$ cat config.mk
export PLATFORM = sky130hd
export DESIGN_NAME = rv32m_multiply_unit_flat
export DESIGN_NICKNAME = d
export VERILOG_FILES = /design/src/rtl/rvm_pkg.sv /design/src/rtl/rvm_if.sv /design/src/rtl/rvm_pp_stage.sv /design/src/rtl/rvm_sum_stage.sv /design/src/rtl/rvm_res_stage.sv /design/src/rtl/rv32m_multiply_unit.sv /design/src/flat_wrapper.sv
export SDC_FILE = /design/constraint.sdc
export NUM_CORES = 2
export LEC_CHECK = 0
export BUFFER_PORTS_ARGS = -buffer_cell sky130_fd_sc_hd__buf_2
export CAP_MARGIN = 20
export CORE_ASPECT_RATIO = 0.75
export CORE_MARGIN = 8
export CORE_UTILIZATION = 70
export CTS_CLUSTER_DIAMETER = 80
export DETAILED_ROUTE_END_ITERATION = 12
export MAX_ROUTING_LAYER = met4
export PLACE_DENSITY = 0.95
export SETUP_SLACK_MARGIN = 0.02
export SYNTH_ARGS = -nofsm -noshare
export SYNTH_HDL_FRONTEND = slang
export SYNTH_SLANG_ARGS = --single-unit
export TNS_END_PERCENT = 50
$ cat constraint.sdc
create_clock -name clk -period 31 [get_ports clk]
set_clock_uncertainty 0.2 [all_clocks]
set_input_delay 6.2 -clock clk [delete_from_list [all_inputs] [get_ports clk]]
set_output_delay 6.2 -clock clk [all_outputs]
set_load 0.005 [all_outputs]
$ cat src/rtl/rvm_pkg.sv
// rvm_pkg: shared constants, decode codes and stage control type for the multiply unit
// no dependencies; used by the interfaces and all rtl modules
`default_nettype none

package rvm_pkg;

  // default operand width of the architecture
  localparam int XLEN_DEF = 32;

  // fixed widths of the transaction fields
  localparam int INSTR_W = 32;
  localparam int OPND_W  = 32;
  localparam int RES_W   = 32;
  localparam int REG_W   = 5;

  // instruction fields
  localparam logic [6:0] OPCODE_OP     = 7'h33;
  localparam logic [6:0] FUNCT7_MULDIV = 7'h01;

  // funct3 codes of the multiply group
  localparam logic [2:0] F3_MUL    = 3'h0;
  localparam logic [2:0] F3_MULH   = 3'h1;
  localparam logic [2:0] F3_MULHSU = 3'h2;
  localparam logic [2:0] F3_MULHU  = 3'h3;

  // decoded control that travels down the pipe
  typedef struct packed {
    logic [REG_W-1:0] dest_index;
    logic [2:0]       funct3;
    logic             handled;
  } mul_ctl_t;

endpackage

`default_nettype wire

$ cat src/rtl/rvm_if.sv
// rvm_if: valid/ready stream interfaces for the multiply unit input and result channels
// depends on rvm_pkg for field widths
`default_nettype none

interface rvm_in_if;
  logic                        valid;
  logic                        ready;
  logic [rvm_pkg::INSTR_W-1:0] instr_word;
  logic [rvm_pkg::OPND_W-1:0]  src1_value;
  logic [rvm_pkg::OPND_W-1:0]  src2_value;

  modport source (output valid, output instr_word, output src1_value, output src2_value,
                  input ready);
  modport sink   (input valid, input instr_word, input src1_value, input src2_value,
                  output ready);
endinterface

interface rvm_out_if;
  logic                      valid;
  logic                      ready;
  logic [rvm_pkg::REG_W-1:0] dest_index;
  logic [rvm_pkg::RES_W-1:0] product_word;
  logic                      write_enable;
  logic                      not_handled;

  modport source (output valid, output dest_index, output product_word,
                  output write_enable, output not_handled, input ready);
  modport sink   (input valid, input dest_index, input product_word,
                  input write_enable, input not_handled, output ready);
endinterface

`default_nettype wire

$ cat src/rtl/rvm_pp_stage.sv
// rvm_pp_stage: first pipe stage, instruction decode, four partial products, sign corrections
// depends on rvm_pkg and rvm_in_if
`default_nettype none

module rvm_pp_stage #(
  parameter int XLEN = rvm_pkg::XLEN_DEF
) (
  input  wire logic                   clk,
  input  wire logic                   rst_n,
  rvm_in_if.sink                      in_chan,
  output      logic                   vld_r,
  input  wire logic                   ready_dn,
  output      rvm_pkg::mul_ctl_t      ctl_r,
  output      logic [2*((((XLEN < 32) ? XLEN : 32)+1)/2)-1:0] pp_ll_r,
  output      logic [((XLEN < 32) ? XLEN : 32)-1:0]          pp_lh_r,
  output      logic [((XLEN < 32) ? XLEN : 32)-1:0]          pp_hl_r,
  output      logic [2*(((XLEN < 32) ? XLEN : 32)-(((XLEN < 32) ? XLEN : 32)+1)/2)-1:0] pp_hh_r,
  output      logic [XLEN-1:0]        corr_ss_r,
  output      logic [XLEN-1:0]        corr_su_r
);

  localparam int OPW = (XLEN < 32) ? XLEN : 32;
  localparam int HW  = (OPW + 1) / 2;
  localparam int LW  = OPW - HW;

  logic                  ready_up;
  rvm_pkg::mul_ctl_t     ctl_nxt;
  logic [6:0]            opcode;
  logic [6:0]            funct7;
  logic [OPW-1:0]        opa;
  logic [OPW-1:0]        opb;
  logic [XLEN-1:0]       opa_x;
  logic [XLEN-1:0]       opb_x;
  logic [2*HW-1:0]       pp_ll_nxt;
  logic [OPW-1:0]        pp_lh_nxt;
  logic [OPW-1:0]        pp_hl_nxt;
  logic [2*LW-1:0]       pp_hh_nxt;
  logic [XLEN-1:0]       corr_ss_nxt;
  logic [XLEN-1:0]       corr_su_nxt;

  // stage is free when empty or when its content moves on
  assign ready_up      = !vld_r || ready_dn;
  assign in_chan.ready = ready_up;

  // decode of the instruction word
  always_comb begin
    opcode             = in_chan.instr_word[6:0];
    funct7             = in_chan.instr_word[31:25];
    ctl_nxt.dest_index = in_chan.instr_word[11:7];
    ctl_nxt.funct3     = in_chan.instr_word[14:12];
    ctl_nxt.handled    = (opcode == rvm_pkg::OPCODE_OP) &&
                         (funct7 == rvm_pkg::FUNCT7_MULDIV) &&
                         (ctl_nxt.funct3 inside {[rvm_pkg::F3_MUL:rvm_pkg::F3_MULHU]});
  end

  // operands limited to xlen bits but at most 32, zero-extended to xlen
  assign opa   = in_chan.src1_value[OPW-1:0];
  assign opb   = in_chan.src2_value[OPW-1:0];
  assign opa_x = XLEN'(opa);
  assign opb_x = XLEN'(opb);

  // half-width partial products
  assign pp_ll_nxt = (2*HW)'(opa[HW-1:0]) * (2*HW)'(opb[HW-1:0]);
  assign pp_lh_nxt = OPW'(opa[HW-1:0]) * OPW'(opb[OPW-1:HW]);
  assign pp_hl_nxt = OPW'(opa[OPW-1:HW]) * OPW'(opb[HW-1:0]);
  assign pp_hh_nxt = (2*LW)'(opa[OPW-1:HW]) * (2*LW)'(opb[OPW-1:HW]);

  // terms that turn the unsigned high half into the signed ones
  assign corr_su_nxt = opa_x[XLEN-1] ? opb_x : '0;
  assign corr_ss_nxt = corr_su_nxt + (opb_x[XLEN-1] ? opa_x : '0);

  // valid bit
  always_ff @(posedge clk) begin
    if (!rst_n) begin
      vld_r <= 1'b0;
    end else if (ready_up) begin
      vld_r <= in_chan.valid;
    end
  end

  // payload registers
  always_ff @(posedge clk) begin
    if (ready_up && in_chan.valid) begin
      ctl_r     <= ctl_nxt;
      pp_ll_r   <= pp_ll_nxt;
      pp_lh_r   <= pp_lh_nxt;
      pp_hl_r   <= pp_hl_nxt;
      pp_hh_r   <= pp_hh_nxt;
      corr_ss_r <= corr_ss_nxt;
      corr_su_r <= corr_su_nxt;
    end
  end

endmodule

`default_nettype wire

$ cat src/rtl/rvm_sum_stage.sv
// rvm_sum_stage: second pipe stage, adds the partial products into the full unsigned product
// depends on rvm_pkg
`default_nettype none

module rvm_sum_stage #(
  parameter int XLEN = rvm_pkg::XLEN_DEF
) (
  input  wire logic                   clk,
  input  wire logic                   rst_n,
  input  wire logic                   vld_in,
  output      logic                   ready_up,
  input  wire rvm_pkg::mul_ctl_t      ctl_in,
  input  wire logic [2*((((XLEN < 32) ? XLEN : 32)+1)/2)-1:0] pp_ll,
  input  wire logic [((XLEN < 32) ? XLEN : 32)-1:0]          pp_lh,
  input  wire logic [((XLEN < 32) ? XLEN : 32)-1:0]          pp_hl,
  input  wire logic [2*(((XLEN < 32) ? XLEN : 32)-(((XLEN < 32) ? XLEN : 32)+1)/2)-1:0] pp_hh,
  input  wire logic [XLEN-1:0]        corr_ss_in,
  input  wire logic [XLEN-1:0]        corr_su_in,
  output      logic                   vld_r,
  input  wire logic                   ready_dn,
  output      rvm_pkg::mul_ctl_t      ctl_r,
  output      logic [2*((XLEN < 32) ? XLEN : 32)-1:0] prod_r,
  output      logic [XLEN-1:0]        corr_ss_r,
  output      logic [XLEN-1:0]        corr_su_r
);

  localparam int OPW = (XLEN < 32) ? XLEN : 32;
  localparam int HW  = (OPW + 1) / 2;
  localparam int PPW = 2 * OPW;

  logic [PPW-1:0] mid_sum;
  logic [PPW-1:0] prod_nxt;

  assign ready_up = !vld_r || ready_dn;

  // cross terms first, then the aligned sum
  assign mid_sum  = PPW'(pp_lh) + PPW'(pp_hl);
  assign prod_nxt = PPW'(pp_ll) + (mid_sum << HW) + (PPW'(pp_hh) << (2 * HW));

  // valid bit
  always_ff @(posedge clk) begin
    if (!rst_n) begin
      vld_r <= 1'b0;
    end else if (ready_up) begin
      vld_r <= vld_in;
    end
  end

  // payload registers
  always_ff @(posedge clk) begin
    if (ready_up && vld_in) begin
      ctl_r     <= ctl_in;
      prod_r    <= prod_nxt;
      corr_ss_r <= corr_ss_in;
      corr_su_r <= corr_su_in;
    end
  end

endmodule

`default_nettype wire

$ cat src/rtl/rvm_res_stage.sv
// rvm_res_stage: last pipe stage, signed correction, result select and the output register
// depends on rvm_pkg and rvm_out_if
`default_nettype none

module rvm_res_stage #(
  parameter int XLEN = rvm_pkg::XLEN_DEF
) (
  input  wire logic                   clk,
  input  wire logic                   rst_n,
  input  wire logic                   vld_in,
  output      logic                   ready_up,
  input  wire rvm_pkg::mul_ctl_t      ctl_in,
  input  wire logic [2*((XLEN < 32) ? XLEN : 32)-1:0] prod_in,
  input  wire logic [XLEN-1:0]        corr_ss_in,
  input  wire logic [XLEN-1:0]        corr_su_in,
  rvm_out_if.source                   out_chan
);

  localparam int PW = 2 * XLEN;

  logic                           vld_r;
  logic [rvm_pkg::REG_W-1:0]      dest_r;
  logic [rvm_pkg::RES_W-1:0]      prod_word_r;
  logic                           wr_en_r;
  logic                           not_hdl_r;
  logic [PW-1:0]                  prod_x;
  logic [XLEN-1:0]                prod_hi;
  logic [XLEN-1:0]                prod_lo;
  logic [XLEN-1:0]                res_xl;
  logic [rvm_pkg::RES_W-1:0]      prod_word_nxt;

  assign ready_up = !vld_r || out_chan.ready;

  // split the full product into xlen halves
  assign prod_x  = PW'(prod_in);
  assign prod_hi = prod_x[PW-1:XLEN];
  assign prod_lo = prod_x[XLEN-1:0];

  // select by funct3, unhandled items give zero
  always_comb begin
    case (ctl_in.funct3)
      rvm_pkg::F3_MUL:    res_xl = prod_lo;
      rvm_pkg::F3_MULH:   res_xl = prod_hi - corr_ss_in;
      rvm_pkg::F3_MULHSU: res_xl = prod_hi - corr_su_in;
      default:            res_xl = prod_hi;
    endcase
    if (!ctl_in.handled) begin
      res_xl = '0;
    end
    prod_word_nxt = rvm_pkg::RES_W'(res_xl);
  end

  // output valid
  always_ff @(posedge clk) begin
    if (!rst_n) begin
      vld_r <= 1'b0;
    end else if (ready_up) begin
      vld_r <= vld_in;
    end
  end

  // output payload
  always_ff @(posedge clk) begin
    if (ready_up && vld_in) begin
      dest_r      <= ctl_in.dest_index;
      prod_word_r <= prod_word_nxt;
      wr_en_r     <= ctl_in.handled && (ctl_in.dest_index != '0);
      not_hdl_r   <= !ctl_in.handled;
    end
  end

  assign out_chan.valid        = vld_r;
  assign out_chan.dest_index   = dest_r;
  assign out_chan.product_word = prod_word_r;
  assign out_chan.write_enable = wr_en_r;
  assign out_chan.not_handled  = not_hdl_r;

  // a write only comes from a handled item with a nonzero destination
  a_wr_en_legal: assert property (@(posedge clk) disable iff (!rst_n)
    vld_r && wr_en_r |-> !not_hdl_r && (dest_r != '0))
    else $error("write enable on unhandled item or register zero");

  // unhandled items carry a zero product
  a_unhandled_zero: assert property (@(posedge clk) disable iff (!rst_n)
    vld_r && not_hdl_r |-> (prod_word_r == '0))
    else $error("unhandled item with nonzero product");

  // a held result blocks the stage in front of it
  a_stall_blocks: assert property (@(posedge clk) disable iff (!rst_n)
    vld_r && !out_chan.ready |-> !ready_up)
    else $error("stage accepts while result is stalled");

endmodule

`default_nettype wire

$ cat src/rtl/rv32m_multiply_unit.sv
// rv32m_multiply_unit: top level of the pipelined mul/mulh/mulhsu/mulhu unit
// depends on rvm_pkg, rvm_if, rvm_pp_stage, rvm_sum_stage, rvm_res_stage
//
//   channel    direction  payload
//   in_chan    sink       instr_word[31:0] src1_value[31:0] src2_value[31:0]
//   out_chan   source     dest_index[4:0] product_word[31:0] write_enable not_handled
//
// one transaction enters per cycle while the first stage is ready; three register stages
// (decode and partial products, product sum, correction and select), and a result passes
// through them in that order and is offered from the register of the last stage
// reset clears only the stage valid bits
// each stage holds while the stage after it is full and stalled, empty stages
// still fill, so a stall neither drops nor repeats a transaction
`default_nettype none

module rv32m_multiply_unit #(
  parameter int XLEN = rvm_pkg::XLEN_DEF
) (
  input wire logic  clk,
  input wire logic  rst_n,
  rvm_in_if.sink    in_chan,
  rvm_out_if.source out_chan
);

  localparam int OPW = (XLEN < 32) ? XLEN : 32;
  localparam int HW  = (OPW + 1) / 2;
  localparam int LW  = OPW - HW;

  // stage 1 to stage 2
  logic                s1_vld;
  logic                s2_ready;
  rvm_pkg::mul_ctl_t   s1_ctl;
  logic [2*HW-1:0]     s1_pp_ll;
  logic [OPW-1:0]      s1_pp_lh;
  logic [OPW-1:0]      s1_pp_hl;
  logic [2*LW-1:0]     s1_pp_hh;
  logic [XLEN-1:0]     s1_corr_ss;
  logic [XLEN-1:0]     s1_corr_su;

  // stage 2 to stage 3
  logic                s2_vld;
  logic                s3_ready;
  rvm_pkg::mul_ctl_t   s2_ctl;
  logic [2*OPW-1:0]    s2_prod;
  logic [XLEN-1:0]     s2_corr_ss;
  logic [XLEN-1:0]     s2_corr_su;

  // decode and partial products
  rvm_pp_stage #(.XLEN(XLEN)) u_pp (
    .clk       (clk),
    .rst_n     (rst_n),
    .in_chan   (in_chan),
    .vld_r     (s1_vld),
    .ready_dn  (s2_ready),
    .ctl_r     (s1_ctl),
    .pp_ll_r   (s1_pp_ll),
    .pp_lh_r   (s1_pp_lh),
    .pp_hl_r   (s1_pp_hl),
    .pp_hh_r   (s1_pp_hh),
    .corr_ss_r (s1_corr_ss),
    .corr_su_r (s1_corr_su)
  );

  // full product
  rvm_sum_stage #(.XLEN(XLEN)) u_sum (
    .clk        (clk),
    .rst_n      (rst_n),
    .vld_in     (s1_vld),
    .ready_up   (s2_ready),
    .ctl_in     (s1_ctl),
    .pp_ll      (s1_pp_ll),
    .pp_lh      (s1_pp_lh),
    .pp_hl      (s1_pp_hl),
    .pp_hh      (s1_pp_hh),
    .corr_ss_in (s1_corr_ss),
    .corr_su_in (s1_corr_su),
    .vld_r      (s2_vld),
    .ready_dn   (s3_ready),
    .ctl_r      (s2_ctl),
    .prod_r     (s2_prod),
    .corr_ss_r  (s2_corr_ss),
    .corr_su_r  (s2_corr_su)
  );

  // select and output register
  rvm_res_stage #(.XLEN(XLEN)) u_res (
    .clk        (clk),
    .rst_n      (rst_n),
    .vld_in     (s2_vld),
    .ready_up   (s3_ready),
    .ctl_in     (s2_ctl),
    .prod_in    (s2_prod),
    .corr_ss_in (s2_corr_ss),
    .corr_su_in (s2_corr_su),
    .out_chan   (out_chan)
  );

endmodule

`default_nettype wire
$ cat src/flat_wrapper.sv
// flat-port wrapper written by rule: the top's interface ports become plain ports
module rv32m_multiply_unit_flat 
#(
  parameter int XLEN = rvm_pkg::XLEN_DEF
)
  (clk, rst_n, in_chan_valid, in_chan_instr_word, in_chan_src1_value, in_chan_src2_value, in_chan_ready, out_chan_valid, out_chan_dest_index, out_chan_product_word, out_chan_write_enable, out_chan_not_handled, out_chan_ready);
  rvm_in_if in_chan_i ();
  rvm_out_if out_chan_i ();
  input wire logic clk;
  input wire logic rst_n;
  input wire logic [$bits(in_chan_i.valid)-1:0] in_chan_valid;
  input wire logic [$bits(in_chan_i.instr_word)-1:0] in_chan_instr_word;
  input wire logic [$bits(in_chan_i.src1_value)-1:0] in_chan_src1_value;
  input wire logic [$bits(in_chan_i.src2_value)-1:0] in_chan_src2_value;
  output wire logic [$bits(in_chan_i.ready)-1:0] in_chan_ready;
  output wire logic [$bits(out_chan_i.valid)-1:0] out_chan_valid;
  output wire logic [$bits(out_chan_i.dest_index)-1:0] out_chan_dest_index;
  output wire logic [$bits(out_chan_i.product_word)-1:0] out_chan_product_word;
  output wire logic [$bits(out_chan_i.write_enable)-1:0] out_chan_write_enable;
  output wire logic [$bits(out_chan_i.not_handled)-1:0] out_chan_not_handled;
  input wire logic [$bits(out_chan_i.ready)-1:0] out_chan_ready;
  assign in_chan_i.valid = in_chan_valid;
  assign in_chan_i.instr_word = in_chan_instr_word;
  assign in_chan_i.src1_value = in_chan_src1_value;
  assign in_chan_i.src2_value = in_chan_src2_value;
  assign in_chan_ready = in_chan_i.ready;
  assign out_chan_valid = out_chan_i.valid;
  assign out_chan_dest_index = out_chan_i.dest_index;
  assign out_chan_product_word = out_chan_i.product_word;
  assign out_chan_write_enable = out_chan_i.write_enable;
  assign out_chan_not_handled = out_chan_i.not_handled;
  assign out_chan_i.ready = out_chan_ready;
  rv32m_multiply_unit #(.XLEN(XLEN)) u_core (.clk(clk), .rst_n(rst_n), .in_chan(in_chan_i), .out_chan(out_chan_i));
endmodule
==> flow_summary.ini <==
[cts]
cts_root_buf = clkbuf_16
htreeDepth = 2
clock_latency_ns = 0.59
post_cts_resized = 0
clockBufferDepth = 3
cts_sinks = 380
clk_pin_slew_ns = 0.07
hold_buffers = 0
cts_setup_buffers = 0
cts_made_buffers = 40
cts_tree = yes

[placement]
post-dp-hpwl_um = 107000
finalWeightedCongestion = 0.978
portBuffers = 130
dp_slack_ns = 17.38

[route]
vias = 39500
drt_iter0_markers = 4184
ant_nets = 0
drt-pass1-iter-count = 8
wirelength_um = 143000
wl_per_cell_um = 22.8
drc_errors = 0
viasPerCell = 6.28

[worst_hold_path]
holdPathEnd = u_core.u_sum.prod_r[3]
hp-class = reg2reg
hold_path_depth = 0
hold_start = u_core.u_pp.pp_ll_r[3]

[setup_path]
cp.arrival_ns = 7.23
cp_top_family = simple AND/OR/NAND/NOR gates
critPathMostFrequentCell = buf_2
worstRegToRegCells = 21
r2r-start = u_core.u_pp.pp_hl_r[1]
worst-setup-path-type = in2out
critPathMaxStageDelay_ns = 0.57
required_ns = 24.60
cp_max_fo = 6
rr_endpoint = u_core.u_sum.prod_r[52]
slowest_stage = nor2b_1
critPathBufInv = 2
ff2ff_setup_slack_ns = 25.10
start_kind = input port
crit_chain = buf_2, nor2b_1, nand3_1, buf_2
end_kind = primary output

[yosys]
yosys-top-cells-area = fa_1, edfxtp_1, ha_1, inv_1, and2_1
synth_edf_count = 377
yosysTopAreaCell = fa_1
yosysUniqueCellTypes = 84
synth_ff_type = edfxtp_1
syn_area_per_cell_um2 = 9.91
ys_seq_area_share_pct = 21.7
syn_area_um2 = 52400
async_flop_share_pct = 0
syn_nets = 6709
ys_warn_count = 0
yosys_register_bits = 380
yosysTopAreaCellShare_pct = 29.8
syn_inst = 5287

[run_status]
outcome = finished, final reports clean

[floorplan]
core_area_um2 = 74600
die_w_um = 332
die_h_um = 253
dieArea_um2 = 83900
rows = 87
num_io_pins = 141
floorplan.initialDensity_pct = 70.2

[sta]
rsz0062_at_grt = no
setup_tns_ns = 0
relSlewSlack_pct = 31.2
setup_ws_ns = 17.37
worst_pin_slew_ns = 1.03
clock.fmax_mhz = 73.4
whs_ns = 0.217
setup_viol = 0
fin_crit_sh_pct = 44.0
hold_viol = 0
slew_violations = 0
period_minus_slack_ns = 13.63

[final_layout]
drive_gt1_share_pct = 4.78
layout_common_cells = inv_1, fa_1, nand2_1, ha_1, and2_1
largest-register = u_core.u_sum.prod_r
nets = 6683
final_common_cell = inv_1
syn2layout_area_growth_pct = 5.17
largest_reg_flops = 64

[global_routing]
antenna_found_initial = 11
grt_overflow_total = 0
grt_pass1_wl_um = 227000
grt_usage_pct = 35.1
first_global_vias = 42600
grt_max_degree = 80

[run]
cap_viol_max_count = 0
kinds of logic (layout without fill, tap and decap cells):
family	count (synthesis)	in the layout	synth area share, %
other	0	16	0
AO/OA/AOI/OAI	681	681	8.60
buffers and inverters	1160	1165	8.31
adder cells (fa/ha/maj)	1322	1322	42.8
multiplexers	33	33	0.633
AND/OR/NAND/NOR	1473	1473	14.0
flip-flops	380	380	21.7
XOR/XNOR	238	238	3.98
synthesized netlist by cell type, types with 6 or more instances:
cell	count
nand4_1	26
edfxtp_1	377
xor2_1	67
mux2i_1	32
a21oi_1	197
and2_1	524
o21bai_1	39
xnor2_1	171
o21ai_1	11
and3_1	18
nand2b_1	26
nor2_1	132
a22oi_1	22
or3_1	9
a31oi_1	15
nor3_1	19
fa_1	780
o21a_1	36
nand3_1	53
a21o_1	111
inv_1	942
ha_1	542
a31o_2	6
a222oi_1	9
o211ai_1	12
nor2b_1	28
o21ai_0	99
o22ai_1	20
nand2_1	611
clkbuf_1	218
a211oi_1	30
per-layer routing:
| metal | wire length [um] | share of wire [%] | global-route usage (%) | up-vias |
|---|---|---|---|---|
| met5 | 0 | 0 | - | - |
| met4 | 6600 | 4.6 | 14.2 | 0 |
| met3 | 21200 | 15 | 12.4 | 558 |
| met2 | 62900 | 44 | 53.3 | 2821 |
| met1 | 52500 | 37 | 43.3 | 19300 |
| li1 | - | - | - | 16800 |
worst max-delay path by stage:
stage / to / startpoint / depth (start not counted)
after floorplan: u_core.u_pp.corr_ss_r[0] / out_chan_ready / 2
after global placement: in_chan_ready / out_chan_ready / 4
after detailed placement: in_chan_ready / out_chan_ready / 4
after CTS: in_chan_ready / out_chan_ready / 4
after global routing: in_chan_ready / out_chan_ready / 4
final: in_chan_ready / out_chan_ready / 4
worst register-to-register path, delay by kind of cell (launching register included):
family / cells / cell delay (ns)
AO/OA/AOI/OAI: 14 / 3.67
adder cells (fa/ha/maj): 2 / 0.75
flip-flops: 1 / 0.43
AND/OR/NAND/NOR: 3 / 0.32
XOR/XNOR: 2 / 0.28
per-stage QoR:
step / instances / area [um2] / util [%]
floorplan: 5287 / 52400 / -
global placement: 6198 / 53600 / 71.9
detailed placement: 6198 / 53600 / 71.9
CTS: 6271 / 55000 / 73.8
global route: 6280 / 55100 / 73.8
finish: 6287 / 55100 / 73.9
area by class of cell:
| cell class | instances | area, um2 |
|---|---|---|
| multi-input combinational | 3747 | 36700 |
| timing repair buffer | 150 | 801 |
| sequential | 380 | 11400 |
| fill | 4568 | 19500 |
| inverter | 942 | 3540 |
| tap | 979 | 1220 |
| clock buffer | 47 | 1050 |
| clock inverter | 26 | 367 |
| antenna | 16 | 40.0 |
Power is not shown: default switching activity piles up to over one toggle a cycle in this logic, so the estimate is an artifact.
